--- config.mk ---
export PLATFORM = sky130hd
export DESIGN_NAME = i2c_bit_level_master
export DESIGN_NICKNAME = d
export VERILOG_FILES = /design/src/i2cbm_pkg.sv /design/src/i2cbm_seq.sv /design/src/i2cbm_obuf.sv /design/src/i2c_bit_level_master.sv
export SDC_FILE = /design/constraint.sdc
export NUM_CORES = 1
export LEC_CHECK = 0
export BUFFER_PORTS_ARGS = -buffer_cell sky130_fd_sc_hd__buf_4
export CAP_MARGIN = 30
export CORE_ASPECT_RATIO = 0.5
export CORE_MARGIN = 2
export CORE_UTILIZATION = 57
export CTS_BUF_LIST = sky130_fd_sc_hd__clkbuf_4 sky130_fd_sc_hd__clkbuf_8
export DETAILED_ROUTE_END_ITERATION = 12
export PLACE_DENSITY = 0.79
export SETUP_SLACK_MARGIN = 0.02
export SLEW_MARGIN = 0
export SYNTH_ARGS = -nofsm -noshare
export SYNTH_HDL_FRONTEND = slang
export SYNTH_SLANG_ARGS = --single-unit
--- constraint.sdc ---
create_clock -name clk -period 4.13 [get_ports clk]
set_clock_uncertainty 0.1 [all_clocks]
set_input_delay 0.6195 -clock clk [delete_from_list [all_inputs] [get_ports clk]]
set_output_delay 0.6195 -clock clk [all_outputs]
set_load 0.01 [all_outputs]
--- src/i2cbm_pkg.sv ---
// Shared types and constants for the bit-level I2C master.
package i2cbm_pkg;

  localparam int CFG_IDX_W  = 8;
  localparam int CFG_DATA_W = 16;

  typedef struct packed {
    logic       scl;
    logic       sda_low;
    logic       busy;
    logic       done;
    logic       fail;
    logic [7:0] rdata;
    logic       rej;
  } res_t;

endpackage

--- src/i2cbm_seq.sv ---
// Bus sequencer: configuration registers, sequence state and per-tick next-state logic.
module i2cbm_seq (
  input  logic                           clk,
  input  logic                           rst,
  input  logic                           accept,
  input  logic [2:0]                     kind,
  input  logic [7:0]                     data_byte,
  input  logic                           master_ack,
  input  logic                           sda_level,
  input  logic                           cfg_write,
  input  logic [i2cbm_pkg::CFG_IDX_W-1:0]  cfg_index,
  input  logic [i2cbm_pkg::CFG_DATA_W-1:0] cfg_data,
  output i2cbm_pkg::res_t                res
);
  import i2cbm_pkg::*;

  localparam logic [CFG_IDX_W-1:0] REG_TPM   = CFG_IDX_W'(0);
  localparam logic [CFG_IDX_W-1:0] REG_LIMIT = CFG_IDX_W'(1);

  localparam logic [2:0] KIND_START = 3'd1;
  localparam logic [2:0] KIND_STOP  = 3'd2;
  localparam logic [2:0] KIND_WRITE = 3'd3;
  localparam logic [2:0] KIND_READ  = 3'd4;

  localparam logic [3:0] PH_IDLE    = 4'd0;
  localparam logic [3:0] PH_START_A = 4'd1;
  localparam logic [3:0] PH_START_B = 4'd2;
  localparam logic [3:0] PH_STOP_A  = 4'd3;
  localparam logic [3:0] PH_STOP_B  = 4'd4;
  localparam logic [3:0] PH_STOPF_A = 4'd5;
  localparam logic [3:0] PH_STOPF_B = 4'd6;
  localparam logic [3:0] PH_WR_HIGH = 4'd7;
  localparam logic [3:0] PH_WR_LOW  = 4'd8;
  localparam logic [3:0] PH_ACK_A   = 4'd9;
  localparam logic [3:0] PH_ACK_B   = 4'd10;
  localparam logic [3:0] PH_POLL    = 4'd11;
  localparam logic [3:0] PH_RD_LOW  = 4'd12;
  localparam logic [3:0] PH_RD_HIGH = 4'd13;
  localparam logic [3:0] PH_MA_A    = 4'd14;
  localparam logic [3:0] PH_MA_B    = 4'd15;

  logic [15:0] tpm;
  logic [7:0]  poll_limit;

  logic [3:0]  phase,       phase_next;
  logic [3:0]  bit_count,   bit_count_next;
  logic [7:0]  shift_reg,   shift_reg_next;
  logic [18:0] delay_count, delay_count_next;
  logic [7:0]  poll_count,  poll_count_next;
  logic        scl_reg,     scl_reg_next;
  logic        sda_reg,     sda_reg_next;
  logic        ack_choice,  ack_choice_next;

  logic [18:0] d1, d2, d5, d6;
  logic [3:0]  bc_inc;
  logic [8:0]  poll_inc;
  logic        rej, done, fail;
  logic [7:0]  rd;

  // A rate of zero behaves as one tick per microsecond.
  assign d1 = (tpm == 16'd0) ? 19'd1 : {3'd0, tpm};
  assign d2 = d1 << 1;
  assign d5 = (d1 << 2) + d1;
  assign d6 = (d1 << 2) + (d1 << 1);

  assign bc_inc   = bit_count + 4'd1;
  assign poll_inc = {1'b0, poll_count} + 9'd1;

  always_comb begin
    phase_next       = phase;
    bit_count_next   = bit_count;
    shift_reg_next   = shift_reg;
    delay_count_next = delay_count;
    poll_count_next  = poll_count;
    scl_reg_next     = scl_reg;
    sda_reg_next     = sda_reg;
    ack_choice_next  = ack_choice;
    rej  = 1'b0;
    done = 1'b0;
    fail = 1'b0;
    rd   = 8'd0;
    if (phase == PH_IDLE) begin
      case (kind)
        KIND_START: begin
          sda_reg_next     = 1'b0;
          scl_reg_next     = 1'b1;
          delay_count_next = d5;
          phase_next       = PH_START_A;
        end
        KIND_STOP: begin
          scl_reg_next     = 1'b1;
          sda_reg_next     = 1'b1;
          delay_count_next = d6;
          phase_next       = PH_STOP_A;
        end
        KIND_WRITE: begin
          bit_count_next   = 4'd0;
          sda_reg_next     = ~data_byte[7];
          shift_reg_next   = {data_byte[6:0], 1'b0};
          scl_reg_next     = 1'b1;
          delay_count_next = d2;
          phase_next       = PH_WR_HIGH;
        end
        KIND_READ: begin
          ack_choice_next  = master_ack;
          shift_reg_next   = 8'd0;
          bit_count_next   = 4'd0;
          sda_reg_next     = 1'b0;
          scl_reg_next     = 1'b0;
          delay_count_next = d2;
          phase_next       = PH_RD_LOW;
        end
        default: begin
        end
      endcase
    end else begin
      rej = (kind == KIND_START) || (kind == KIND_STOP) ||
            (kind == KIND_WRITE) || (kind == KIND_READ);
      if (phase == PH_POLL) begin
        if (!sda_level) begin
          scl_reg_next = 1'b0;
          phase_next   = PH_IDLE;
          done         = 1'b1;
        end else if (poll_inc > {1'b0, poll_limit}) begin
          // The acknowledge timed out, so the bus is released with a stop.
          scl_reg_next     = 1'b1;
          sda_reg_next     = 1'b1;
          delay_count_next = d6;
          phase_next       = PH_STOPF_A;
        end else begin
          poll_count_next = poll_inc[7:0];
        end
      end else if (delay_count > 19'd1) begin
        delay_count_next = delay_count - 19'd1;
      end else begin
        delay_count_next = 19'd0;
        case (phase)
          PH_START_A: begin
            sda_reg_next     = 1'b1;
            delay_count_next = d6;
            phase_next       = PH_START_B;
          end
          PH_START_B: begin
            scl_reg_next = 1'b0;
            phase_next   = PH_IDLE;
            done         = 1'b1;
          end
          PH_STOP_A: begin
            sda_reg_next     = 1'b0;
            delay_count_next = d6;
            phase_next       = PH_STOP_B;
          end
          PH_STOPF_A: begin
            sda_reg_next     = 1'b0;
            delay_count_next = d6;
            phase_next       = PH_STOPF_B;
          end
          PH_STOP_B: begin
            phase_next = PH_IDLE;
            done       = 1'b1;
          end
          PH_STOPF_B: begin
            fail       = 1'b1;
            phase_next = PH_IDLE;
            done       = 1'b1;
          end
          PH_WR_HIGH: begin
            scl_reg_next     = 1'b0;
            delay_count_next = d2;
            phase_next       = PH_WR_LOW;
          end
          PH_WR_LOW: begin
            bit_count_next = bc_inc;
            if (bc_inc < 4'd8) begin
              sda_reg_next     = ~shift_reg[7];
              shift_reg_next   = {shift_reg[6:0], 1'b0};
              scl_reg_next     = 1'b1;
              delay_count_next = d2;
              phase_next       = PH_WR_HIGH;
            end else begin
              sda_reg_next     = 1'b0;
              delay_count_next = d1;
              phase_next       = PH_ACK_A;
            end
          end
          PH_ACK_A: begin
            scl_reg_next     = 1'b1;
            delay_count_next = d1;
            phase_next       = PH_ACK_B;
          end
          PH_ACK_B: begin
            poll_count_next = 8'd0;
            phase_next      = PH_POLL;
          end
          PH_RD_LOW: begin
            scl_reg_next     = 1'b1;
            shift_reg_next   = {shift_reg[6:0], sda_level};
            delay_count_next = d1;
            phase_next       = PH_RD_HIGH;
          end
          PH_RD_HIGH: begin
            bit_count_next   = bc_inc;
            scl_reg_next     = 1'b0;
            delay_count_next = d2;
            if (bc_inc < 4'd8) begin
              phase_next = PH_RD_LOW;
            end else begin
              sda_reg_next = ack_choice;
              phase_next   = PH_MA_A;
            end
          end
          PH_MA_A: begin
            scl_reg_next     = 1'b1;
            delay_count_next = d5;
            phase_next       = PH_MA_B;
          end
          PH_MA_B: begin
            scl_reg_next = 1'b0;
            rd           = shift_reg;
            phase_next   = PH_IDLE;
            done         = 1'b1;
          end
          default: begin
            phase_next = PH_IDLE;
          end
        endcase
      end
    end
  end

  assign res.scl     = scl_reg_next;
  assign res.sda_low = sda_reg_next;
  assign res.busy    = (phase_next != PH_IDLE);
  assign res.done    = done;
  assign res.fail    = fail;
  assign res.rdata   = rd;
  assign res.rej     = rej;

  always_ff @(posedge clk) begin
    if (rst) begin
      tpm        <= 16'd1;
      poll_limit <= 8'd250;
    end else if (cfg_write) begin
      if (cfg_index == REG_TPM) begin
        tpm <= cfg_data;
      end else if (cfg_index == REG_LIMIT) begin
        poll_limit <= cfg_data[7:0];
      end
    end
  end

  always_ff @(posedge clk) begin
    if (rst) begin
      phase       <= PH_IDLE;
      bit_count   <= 4'd0;
      shift_reg   <= 8'd0;
      delay_count <= 19'd0;
      poll_count  <= 8'd0;
      scl_reg     <= 1'b1;
      sda_reg     <= 1'b0;
      ack_choice  <= 1'b0;
    end else if (accept) begin
      phase       <= phase_next;
      bit_count   <= bit_count_next;
      shift_reg   <= shift_reg_next;
      delay_count <= delay_count_next;
      poll_count  <= poll_count_next;
      scl_reg     <= scl_reg_next;
      sda_reg     <= sda_reg_next;
      ack_choice  <= ack_choice_next;
    end
  end

  // Every timed phase is entered with a nonzero delay and counts down to one.
  a_delay_live: assert property (@(posedge clk) disable iff (rst)
    (phase != PH_IDLE && phase != PH_POLL) |-> (delay_count != 19'd0))
    else $error("timed phase with an empty delay counter");

  a_bit_range: assert property (@(posedge clk) disable iff (rst)
    bit_count <= 4'd8)
    else $error("bit counter beyond one byte");

  a_hold: assert property (@(posedge clk) disable iff (rst)
    !accept |=> ($stable(phase) && $stable(delay_count) && $stable(shift_reg)))
    else $error("sequence state moved without a tick");

  a_start: assert property (@(posedge clk) disable iff (rst)
    (accept && phase == PH_IDLE && kind == KIND_START) |=>
      (phase == PH_START_A && scl_reg && !sda_reg))
    else $error("start command did not enter its first phase");

endmodule

--- src/i2cbm_obuf.sv ---
// Two-entry result buffer: output register plus skid register.
module i2cbm_obuf (
  input  logic            clk,
  input  logic            rst,
  input  logic            push,
  input  i2cbm_pkg::res_t din,
  output logic            can_push,
  output logic            out_valid,
  input  logic            out_ready,
  output i2cbm_pkg::res_t dout
);
  import i2cbm_pkg::*;

  logic out_vld;
  logic skid_vld;
  res_t out_data;
  res_t skid_data;
  logic pop;

  assign pop       = out_vld && out_ready;
  assign can_push  = !skid_vld;
  assign out_valid = out_vld;
  assign dout      = out_data;

  always_ff @(posedge clk) begin
    if (rst) begin
      out_vld  <= 1'b0;
      skid_vld <= 1'b0;
    end else if (pop) begin
      // No push can coincide with a full skid stage.
      if (skid_vld) begin
        out_data <= skid_data;
        skid_vld <= 1'b0;
      end else if (push) begin
        out_data <= din;
      end else begin
        out_vld <= 1'b0;
      end
    end else if (push) begin
      if (out_vld) begin
        skid_data <= din;
        skid_vld  <= 1'b1;
      end else begin
        out_data <= din;
        out_vld  <= 1'b1;
      end
    end
  end

endmodule

--- src/i2c_bit_level_master.sv ---
// Top level of the tick-driven bit-level I2C master.
//
// Each transfer on the input channel is one time tick. A tick may carry a
// command (start, stop, write byte, read byte) and always carries the sampled
// SDA level. Every accepted tick produces exactly one result transfer that
// shows the SCL level, the SDA pull-down, busy, done, acknowledge failure,
// received byte and whether a command was rejected because a sequence was
// already running.
// One tick is taken per clock cycle while in_ready is high; its result is
// registered before it reaches the output channel. The sequencer state
// updates once per accepted tick; results go into a two-entry output buffer.
// When the receiver stalls, one more tick is accepted into the skid stage,
// after which in_ready drops until the output drains.
// Configuration writes (index 0 ticks per microsecond, index 1 acknowledge
// poll limit) are always accepted; other indexes are ignored.
// A synchronous reset idles the bus with SCL high and SDA released, empties
// the output buffer and restores the register defaults (1 and 250).
module i2c_bit_level_master (
  input  logic                             clk,
  input  logic                             rst,
  input  logic                             in_valid,
  output logic                             in_ready,
  input  logic [2:0]                       kind,
  input  logic [7:0]                       data_byte,
  input  logic                             master_ack,
  input  logic                             sda_level,
  output logic                             out_valid,
  input  logic                             out_ready,
  output logic                             scl_level,
  output logic                             sda_drive_low,
  output logic                             busy_res,
  output logic                             done_res,
  output logic                             ack_failed,
  output logic [7:0]                       read_data,
  output logic                             rejected,
  input  logic                             cfg_valid,
  output logic                             cfg_ready,
  input  logic [i2cbm_pkg::CFG_IDX_W-1:0]  cfg_index,
  input  logic [i2cbm_pkg::CFG_DATA_W-1:0] cfg_data
);
  import i2cbm_pkg::*;

  logic accept;
  res_t res;
  res_t res_out;

  assign cfg_ready = 1'b1;
  assign accept    = in_valid && in_ready;

  i2cbm_seq u_seq (
    .clk        (clk),
    .rst        (rst),
    .accept     (accept),
    .kind       (kind),
    .data_byte  (data_byte),
    .master_ack (master_ack),
    .sda_level  (sda_level),
    .cfg_write  (cfg_valid),
    .cfg_index  (cfg_index),
    .cfg_data   (cfg_data),
    .res        (res)
  );

  i2cbm_obuf u_obuf (
    .clk       (clk),
    .rst       (rst),
    .push      (accept),
    .din       (res),
    .can_push  (in_ready),
    .out_valid (out_valid),
    .out_ready (out_ready),
    .dout      (res_out)
  );

  assign scl_level     = res_out.scl;
  assign sda_drive_low = res_out.sda_low;
  assign busy_res      = res_out.busy;
  assign done_res      = res_out.done;
  assign ack_failed    = res_out.fail;
  assign read_data     = res_out.rdata;
  assign rejected      = res_out.rej;

endmodule
==> results of run 1 <==
logic make-up (layout without fill, tap and decap cells):
logic type / count (synthesis) / in the layout / synth area share [%]
simple gates: 345 / 345 / 20.8
compound gates: 311 / 311 / 26.5
buf+inv: 104 / 175 / 5.22
flops: 100 / 100 / 28.7
fa+ha+maj: 49 / 49 / 7.86
xor+xnor: 48 / 48 / 5.28
mux: 43 / 43 / 5.63
other cells: 1 / 1 / 0.0471
metrics by stage:
step / util (%) / power, mW / std cells / instance area (um2) / hold slack [ns]
6_report: 67.3 / 2.75 / 1264 / 9150 / 0.309
5_1_grt: 67.3 / 2.89 / 1264 / 9150 / 0.295
4_1_cts: 66.5 / 2.73 / 1262 / 9030 / 0.304
3_5_place_dp: 65.0 / 2.10 / 1246 / 8840 / 0.364
3_3_place_gp: 64.9 / 2.09 / 1244 / 8820 / 0.352
2_1_floorplan: - / 1.83 / 1001 / 7970 / 0.344
Yosys cell counts, types with 14 or more instances:
cell type    n
dfxtp_1     72
o22ai_1     15
mux2_2      14
inv_1       44
nand3_1     27
and2_1      14
nor2_1     124
mux2i_1     29
nand2_1     75
clkbuf_1    50
a211oi_1    21
nor3_1      22
xor2_1      22
ha_1        46
a21oi_1     68
xnor2_1     26
a22oi_1     22
edfxtp_1    28
o21ai_0     60
where the power goes:
part | switching, mW | internal (mW)
logic | 0.591 | 0.388
clock network | 0.391 | 0.241
registers | 0.0711 | 1.07
final cells by class:
class	instances	area, um2
Sequential cell	100	2280
Timing Repair Buffer	114	863
Inverter	45	169
Fill cell	1145	4440
Clock inverter	6	57.6
Multi-Input combinational cell	797	5400
Clock buffer	10	131
Tap cell	192	240
routing by layer:
layer / GRT usage, % / vias up
met5: 0 / -
met4: 10.2 / 0
met3: 7.14 / 100
met2: 51.4 / 485
met1: 42.5 / 3795
li1: - / 3846
timing repair:
| action | 4_1_cts | 5_1_grt |
|---|---|---|
| buffers inserted | 0 | 2 |
| pin swaps | 0 | 4 |
| gates resized for setup | 1 | 23 |
| endpoints found under the setup margin | 2 | 11 |
critical path, delay by kind of cell, from the launching register on:
kind | cells | cell delay (ns)
simple gates | 5 | 1.05
xor+xnor | 1 | 0.20
compound gates | 6 | 1.15
flops | 1 | 0.33
buf+inv | 3 | 0.32
fa+ha+maj | 3 | 0.77
worst paths after layout:
path,cells after the start,startpoint,slack [ns],endpoint
max,18,u_seq.tpm[14],0.15,u_seq.delay_count[14]
max reg2reg,18,u_seq.tpm[14],0.15,u_seq.delay_count[14]
min reg2reg,2,u_seq.bit_count[1],0.38,u_seq.bit_count[1]
min,2,out_ready,0.31,u_obuf.skid_vld
==> impl_metrics.tcl, run 1 <==
set metrics [dict create \
    place_ws_ns 0.0875 \
    syn_nets 1091 \
    grt_pass1_wl_um 37400 \
    yosys_warnings 0 \
    cp_cell_sequence "inv_1 > ha_1 > nand4_1 > or3_4 > buf_4 > nand2b_1 > ha_1 > inv_1 > fa_1 > nor2b_4 > o311ai_4 > a31oi_2 > a2bb2oi_1 > nor2b_1 > xnor2_1 > a221oi_1 > a2111oi_1 > a311o_1" \
    grt_pass1_vias 7378 \
    routed-wl-met2_um 10500 \
    cts_buffers 9 \
    dr.pass1.iters 8 \
    track_usage_pct 31.7 \
    yosysTopAreaCell "dfxtp_1" \
    cpMaxStageDelayCell "fa_1" \
    synth-seq-cells 100 \
    top_regs "u_seq.delay_count (19), u_seq.tpm (16)" \
    hold_buffers 0 \
    worst_pin_slew_ns 0.831 \
    insertion_delay_ns 0.39 \
    syn_area_per_cell_um2 7.95 \
    layout.nets 1157 \
    wl_met3_um 2470 \
    antenna_found_initial 0 \
    synth_cells 1001 \
    fin_setup_tns_ns 0 \
    slew_headroom_pct 44.2 \
    cts_tree "done" \
    hpwl_um 17900 \
    ir_drop_mv 0.164 \
    setup_viol 0 \
    fmax_mhz 251 \
    ys.flop_type "dfxtp_1" \
    cts.sinks 100 \
    leakage_nw 3.73 \
    p_per_area_nw_per_um2 301 \
    grt_max_degree 59 \
    dieArea_um2 15000 \
    grt_overflow 0 \
    wl_met1_um 10400 \
    min_period_ns 3.98 \
    fp-row-count 30 \
    vias 8226 \
    setup.worst_path.end_class "flip-flop" \
    min_period_over_period_pct 96.3 \
    netlist_area_um2 7960 \
    layout_commonest_cell "nor2_1" \
    worstSetupStartpointType "flip-flop" \
    rsz0062_at_grt "yes" \
    synth_area_leaders "dfxtp_1 18%, edfxtp_1 11%, ha_1 7.2%" \
    wire_per_inst_um 19.0 \
    cp_data_required_time_ns 4.37 \
    critical_path_class "reg -> reg" \
    final_max_slew_viol_count 0 \
    drc 0 \
    synth_cell_types 80 \
    hold_viol_final 0 \
    clockBufferDepth 2 \
    place.gp.congestion 1.02 \
    die_w_um 171 \
    cts.reportedPaths.clkPinSlew_ns 0.11 \
    arrival_ns 4.22 \
    async_reset_ff_share_pct 0 \
    hold_path.class "in -> reg" \
    routed.top_layer "met4" \
    io_buffer_count 57 \
    layout_setup_ws_ns 0.152 \
    final_layout_size_suffix_gt1_share_pct 17.7 \
    core_um2 13600 \
    antenna_cells 0 \
    wl_um 24100 \
    worstPathMaxFanout 4 \
    antenna_left 0 \
    yosysSeqAreaShare_pct 28.7 \
    synth_edf_count 28 \
    regMostFlops "u_seq.delay_count" \
    io_pins 59 \
    h-tree-depth 3 \
    start_util_pct 58.6 \
    drv_cap 0 \
    final_cell_mix "122 x nor2_1, 113 x buf_4, 75 x nand2_1, 71 x dfxtp_1, 68 x a21oi_1" \
    syn2layout_area_growth_pct 14.8 \
    outcome "completed" \
    routed_via_density 6.51 \
    largest_register_ff_count 19 \
    cpPeakStageDelay_ns 0.44 \
    drt_iter0_markers 892 \
    die-height_um 87.6 \
    synth_top_area_share_pct 18.1 \
    root_buffer "clkbuf_8" \
]
Power figures use the tool's default switching activity.
==> run 2, diff against run 1 <==
--- a/config.mk
+++ b/config.mk
@@ -5,14 +5,16 @@
 export SDC_FILE = /design/constraint.sdc
 export NUM_CORES = 1
 export LEC_CHECK = 0
-export BUFFER_PORTS_ARGS = -buffer_cell sky130_fd_sc_hd__buf_4
 export CAP_MARGIN = 30
+export CELL_PAD_IN_SITES_DETAIL_PLACEMENT = 1
+export CELL_PAD_IN_SITES_GLOBAL_PLACEMENT = 2
 export CORE_ASPECT_RATIO = 0.5
 export CORE_MARGIN = 2
-export CORE_UTILIZATION = 57
+export CORE_UTILIZATION = 36
 export CTS_BUF_LIST = sky130_fd_sc_hd__clkbuf_4 sky130_fd_sc_hd__clkbuf_8
 export DETAILED_ROUTE_END_ITERATION = 12
-export PLACE_DENSITY = 0.79
+export DONT_BUFFER_PORTS = 1
+export PLACE_DENSITY_LB_ADDON = 0.1
 export SETUP_SLACK_MARGIN = 0.02
 export SLEW_MARGIN = 0
 export SYNTH_ARGS = -nofsm -noshare
==> run 2 against run 1 <==
Final area shrank 0.59%. Utilization shrank 25 points. Critical path type unchanged. Die area grew 56%. Combinational power is essentially flat. First-iteration DRC count shrank 42%. Non-clock buffer count shrank 44. Worst setup slack lost 0.026 ns. Sequential share of layout area grew 0.24 points. Maximum frequency shrank 0.64%. Final cell count grew 5.1%.
==> impl_metrics.tcl, run 2 (same netlist as run 1, synthesis figures left out) <==
set metrics [dict create \
    outcome "completed" \
    top_regs "u_seq.delay_count (19), u_seq.tpm (16)" \
    cts_tree "done" \
    regMostFlops "u_seq.delay_count" \
    drv_cap 0 \
    root_buffer "clkbuf_8" \
    grt_max_degree 60 \
    final_layout_size_suffix_gt1_share_pct 17.0 \
    vias 7950 \
    setup_viol 0 \
    dr.pass1.iters 5 \
    insertion_delay_ns 0.42 \
    worstPathMaxFanout 5 \
    dieArea_um2 23400 \
    slew_headroom_pct 42.8 \
    crit_end "u_seq.delay_count[17]" \
    drc 0 \
    wire_per_inst_um 22.0 \
    cpPeakStageDelay_ns 0.50 \
    h-tree-depth 3 \
    p_per_area_nw_per_um2 308 \
    final_cell_mix "118 x nor2_1, 73 x nand2_1, 68 x a21oi_1, 65 x buf_4, 64 x dfxtp_1" \
    cts.sinks 100 \
    r2r_start "u_seq.tpm[8]" \
    cts_buffers 9 \
    fin_setup_tns_ns 0 \
    crit_cells 17 \
    track_usage_pct 25.2 \
    min_period_ns 4.00 \
    antenna_left 0 \
    worstSetupStartpointType "flip-flop" \
    finalPower_mw 2.80 \
    rsz0062_at_grt "no" \
    syn2layout_area_growth_pct 14.2 \
    antenna_found_initial 0 \
    place_ws_ns -0.120 \
    cp_top_family "compound AO/OA/AOI/OAI gates" \
    die_w_um 214 \
    place.gp.congestion 0.889 \
    hold_viol_final 0 \
    grt_overflow 0 \
    cp_data_required_time_ns 4.40 \
    arrival_ns 4.27 \
    layout_commonest_cell "nor2_1" \
    leakage_nw 3.52 \
    critical_path_class "reg -> reg" \
    layout.nets 1113 \
    start_util_pct 36.7 \
    finalInstanceArea_um2 9090 \
    cpMaxStageDelayCell "or3_4" \
    antenna_cells 0 \
    wl_um 29200 \
    dpl_cell_area_um2 8640 \
    startpoint "u_seq.tpm[8]" \
    grt_pass1_vias 8030 \
    worst_pin_slew_ns 0.856 \
    critPathBufInv 3 \
    utilization_pct 41.9 \
    core_um2 21700 \
    setup.worst_path.end_class "flip-flop" \
    r2r_setup_slack_ns 0.13 \
    drt_iter0_markers 521 \
    io_buffer_count 0 \
    hp-start "out_ready" \
    io_pins 59 \
    hold_path.class "in -> reg" \
    cp_cell_sequence "inv_1 > ha_1 > nand4_1 > or3_4 > nand2_4 > inv_4 > ha_1 > nand4_1 > a211oi_2 > buf_4 > nor3_2 > o311a_1 > o211ai_1 > o211ai_1 > o311a_1 > o22ai_2 > a32o_1" \
    largest_register_ff_count 19 \
    fp-row-count 38 \
    clockBufferDepth 2 \
    hpwl_um 22100 \
    die-height_um 109 \
    r2r_end "u_seq.delay_count[17]" \
    grt_pass1_wl_um 45800 \
    routed_via_density 5.99 \
    hold_buffers 0 \
    ir_drop_mv 0.171 \
    cts.reportedPaths.clkPinSlew_ns 0.11 \
    layout_setup_ws_ns 0.126 \
    final_max_slew_viol_count 0 \
    fmax_mhz 250 \
    min_period_over_period_pct 96.9 \
    reg2reg_depth 17 \
]
## run 2: cell count changes in the layout (fill, tap and decap cells not counted), sizes merged
| cell | previous run | this run |
|---|---|---|
| buf | 114 | 70 |
| clkinvlp | 0 | 1 |
| inv | 48 | 47 |
## run 2: worst min-delay path by stage
stage	to	depth (start not counted)
after floorplan	u_seq.bit_count[3]	2
after global placement	u_seq.bit_count[3]	2
after detailed placement	u_seq.bit_count[3]	2
after CTS	u_seq.delay_count[2]	1
after global routing	u_seq.shift_reg[5]	1
final	u_obuf.skid_vld	1
## run 2: timing repair
action                     CTS  global route
resized for setup           13            49
setup endpoints to repair    7            11
setup buffers                0             8
pin swaps                    8            18
## run 2: cell type report
type,instances,area (um2)
clock buffers,10,131
clock inverters,6,58.8
fillers,2618,12600
inverters,45,174
multi-input cells,797,5490
flip-flops and latches,100,2290
well taps,300,375
repair buffers,70,566
## run 2: routing by layer
| metal | up-vias | GRT usage, % | part of all wire [%] |
|---|---|---|---|
| met1 | 3946 | 33.9 | 48 |
| met2 | 212 | 42.0 | 45 |
| met5 | - | 0 | 0 |
| met3 | 45 | 4.32 | 5.1 |
| li1 | 3747 | - | - |
| met4 | 0 | 6.85 | 1.7 |
## run 2: through the flow
stage / instances / hold slack (ns)
finish: 1328 / 0.185
global route: 1328 / 0.149
CTS: 1320 / 0.152
detailed placement: 1304 / 0.362
global placement: 1302 / 0.347
floorplan: 1001 / 0.344
## run 2: power breakdown
part / switching [mW] / internal [mW]
registers: 0.0786 / 1.07
logic: 0.618 / 0.365
clock network: 0.429 / 0.241
==> run 3, diff against run 2 <==
--- a/config.mk
+++ b/config.mk
@@ -9,7 +9,7 @@
 export CELL_PAD_IN_SITES_DETAIL_PLACEMENT = 1
 export CELL_PAD_IN_SITES_GLOBAL_PLACEMENT = 2
 export CORE_ASPECT_RATIO = 0.5
-export CORE_MARGIN = 2
+export CORE_MARGIN = 5
 export CORE_UTILIZATION = 36
 export CTS_BUF_LIST = sky130_fd_sc_hd__clkbuf_4 sky130_fd_sc_hd__clkbuf_8
 export DETAILED_ROUTE_END_ITERATION = 12
==> run 3 against run 2 <==
Die area increased by 8.4%. Sequential power about the same. Final area increased by 2.6%. Critical endpoint is now u_seq.delay_count[15]. Sequential share of layout area decreased by 0.63 points.
==> impl_metrics.tcl, run 3 (same netlist as run 1, synthesis figures left out) <==
set metrics [dict create \
    dpl_cell_area_um2 8820 \
    setup_viol 0 \
    antenna_cells 0 \
    finalPower_mw 2.77 \
    hold_viol_final 0 \
    layout.nets 1140 \
    h-tree-depth 3 \
    die-height_um 115 \
    cpPeakStageDelay_ns 0.43 \
    r2r_end "u_seq.delay_count[15]" \
    cp_data_required_time_ns 4.34 \
    cts.reportedPaths.clkPinSlew_ns 0.12 \
    drc 0 \
    fp-row-count 38 \
    syn2layout_area_growth_pct 17.1 \
    cp_cell_sequence "inv_2 > ha_4 > nand4_1 > buf_4 > nor3_4 > buf_6 > buf_4 > nor2_1 > ha_1 > buf_4 > and4_1 > and2_1 > nand3_1 > o22ai_1 > or4_1 > o211a_1 > a22oi_1 > nand2_1 > a22o_1" \
    rsz0062_at_grt "yes" \
    grt_pass1_wl_um 45500 \
    start_util_pct 36.6 \
    worstSetupStartpointType "flip-flop" \
    track_usage_pct 22.7 \
    worstPathMaxFanout 6 \
    min_period_over_period_pct 96.6 \
    drt_iter0_markers 572 \
    final_cell_mix "123 x nor2_1, 92 x buf_4, 74 x nand2_1, 65 x a21oi_1, 63 x dfxtp_1" \
    outcome "completed" \
    clockBufferDepth 2 \
    final_layout_size_suffix_gt1_share_pct 19.3 \
    hp-start "rst" \
    holdPathStages 1 \
    r2r_start "u_seq.tpm[10]" \
    cts_buffers 9 \
    cts_tree "done" \
    dieArea_um2 25400 \
    final_max_slew_viol_count 0 \
    hold_path.class "in -> reg" \
    crit_top_cell "buf_4" \
    min_period_ns 3.99 \
    root_buffer "clkbuf_8" \
    largest_register_ff_count 19 \
    fmax_mhz 251 \
    insertion_delay_ns 0.41 \
    top_regs "u_seq.delay_count (19), u_seq.tpm (16)" \
    die_w_um 220 \
    whs_endpoint "u_seq.tpm[14]" \
    vias 7957 \
    io_pins 59 \
    worst_pin_slew_ns 0.916 \
    r2r_setup_slack_ns 0.14 \
    arrival_ns 4.20 \
    core_um2 21700 \
    cpMaxStageDelayCell "or4_1" \
    regMostFlops "u_seq.delay_count" \
    p_per_area_nw_per_um2 297 \
    io_buffer_count 0 \
    layout_commonest_cell "nor2_1" \
    ir_drop_mv 0.156 \
    wl_um 29000 \
    slew_headroom_pct 38.7 \
    reg2reg_depth 19 \
    antenna_found_initial 0 \
    grt_max_degree 60 \
    leakage_nw 3.69 \
    setup.worst_path.end_class "flip-flop" \
    grt_overflow 0 \
    wire_per_inst_um 21.4 \
    cts.sinks 100 \
    hpwl_um 22200 \
    dr.pass1.iters 5 \
    critical_path_class "reg -> reg" \
    hold_buffers 0 \
    drv_cap 0 \
    grt_pass1_vias 8152 \
    place.gp.congestion 0.862 \
    antenna_left 0 \
    routed_via_density 5.87 \
    finalInstanceArea_um2 9330 \
]
==> run 3: cell types whose count changed in the layout (fill, tap and decap cells not counted), moves of 3 or more <==
cell / delta
buf_4: +27
nor2_1: +5
ha_4: +4
inv_2: +4
nor2_2: -4
a21oi_1: -3
inv_1: -3
==> run 3: worst max-delay path: cells and delay by family (launching register included) <==
kind	cells	cell delay, ns
and+or+nand+nor	8	1.52
buffers and inverters	5	0.74
AOI/OAI and AO/OA	4	0.72
adders and majority gates	2	0.44
DFF	1	0.34
==> run 3: where the power goes <==
group	internal, mW	switching, mW	total, mW
sequential	1.07	0.0732	1.14
combinational	0.359	0.614	0.973
clock	0.236	0.414	0.650
total	1.66	1.10	2.77
==> run 3: metal layers <==
metal / part of all wire (%) / GRT usage (%)
met1: 48 / 30.9
met3: 4.4 / 3.87
met2: 46 / 38.0
met5: 0 / 0
met4: 1.5 / 5.32
==> run 3: cell type report <==
cell class | instances | area, um2
repair buffers | 97 | 757
clock buffers | 9 | 124
fillers | 2649 | 12400
multi-input cells | 797 | 5540
flip-flops and latches | 100 | 2290
inverters | 45 | 171
well taps | 300 | 375
clock inverters | 7 | 70.1
==> run 3: worst max-delay path by stage <==
stage	startpoint	to	slack [ns]	depth (start not counted)
after floorplan	u_seq.tpm[1]	u_seq.delay_count[11]	0.04	16
after global placement	u_seq.tpm[12]	u_seq.delay_count[17]	0.03	18
after detailed placement	u_seq.tpm[13]	u_seq.delay_count[16]	-0.09	18
after CTS	u_seq.tpm[12]	u_seq.delay_count[17]	0.03	18
after global routing	u_seq.tpm[10]	u_seq.delay_count[14]	-0.06	18
final	u_seq.tpm[10]	u_seq.delay_count[15]	0.14	19
==> run 3: timing repair <==
action,CTS,global route
gates cloned,0,1
resized for setup,7,63
setup endpoints to repair,6,12
pin swaps,3,25
setup buffers,0,7
==> run 3: stage by stage <==
| stage | std cells | util [%] | hold WS [ns] | worst slack, ns | TNS, ns |
|---|---|---|---|---|---|
| 2_1_floorplan | 1001 | - | 0.344 | 0.0356 | 0 |
| 3_3_place_gp | 1329 | 40.5 | 0.347 | 0.0267 | 0 |
| 4_1_cts | 1346 | 41.6 | 0.161 | 0.0267 | 0 |
| 5_1_grt | 1355 | 42.9 | 0.163 | -0.0564 | -0.133 |
| 6_report | 1355 | 42.9 | 0.187 | 0.142 | 0 |
| 3_5_place_dp | 1330 | 40.6 | 0.370 | -0.0882 | -0.228 |
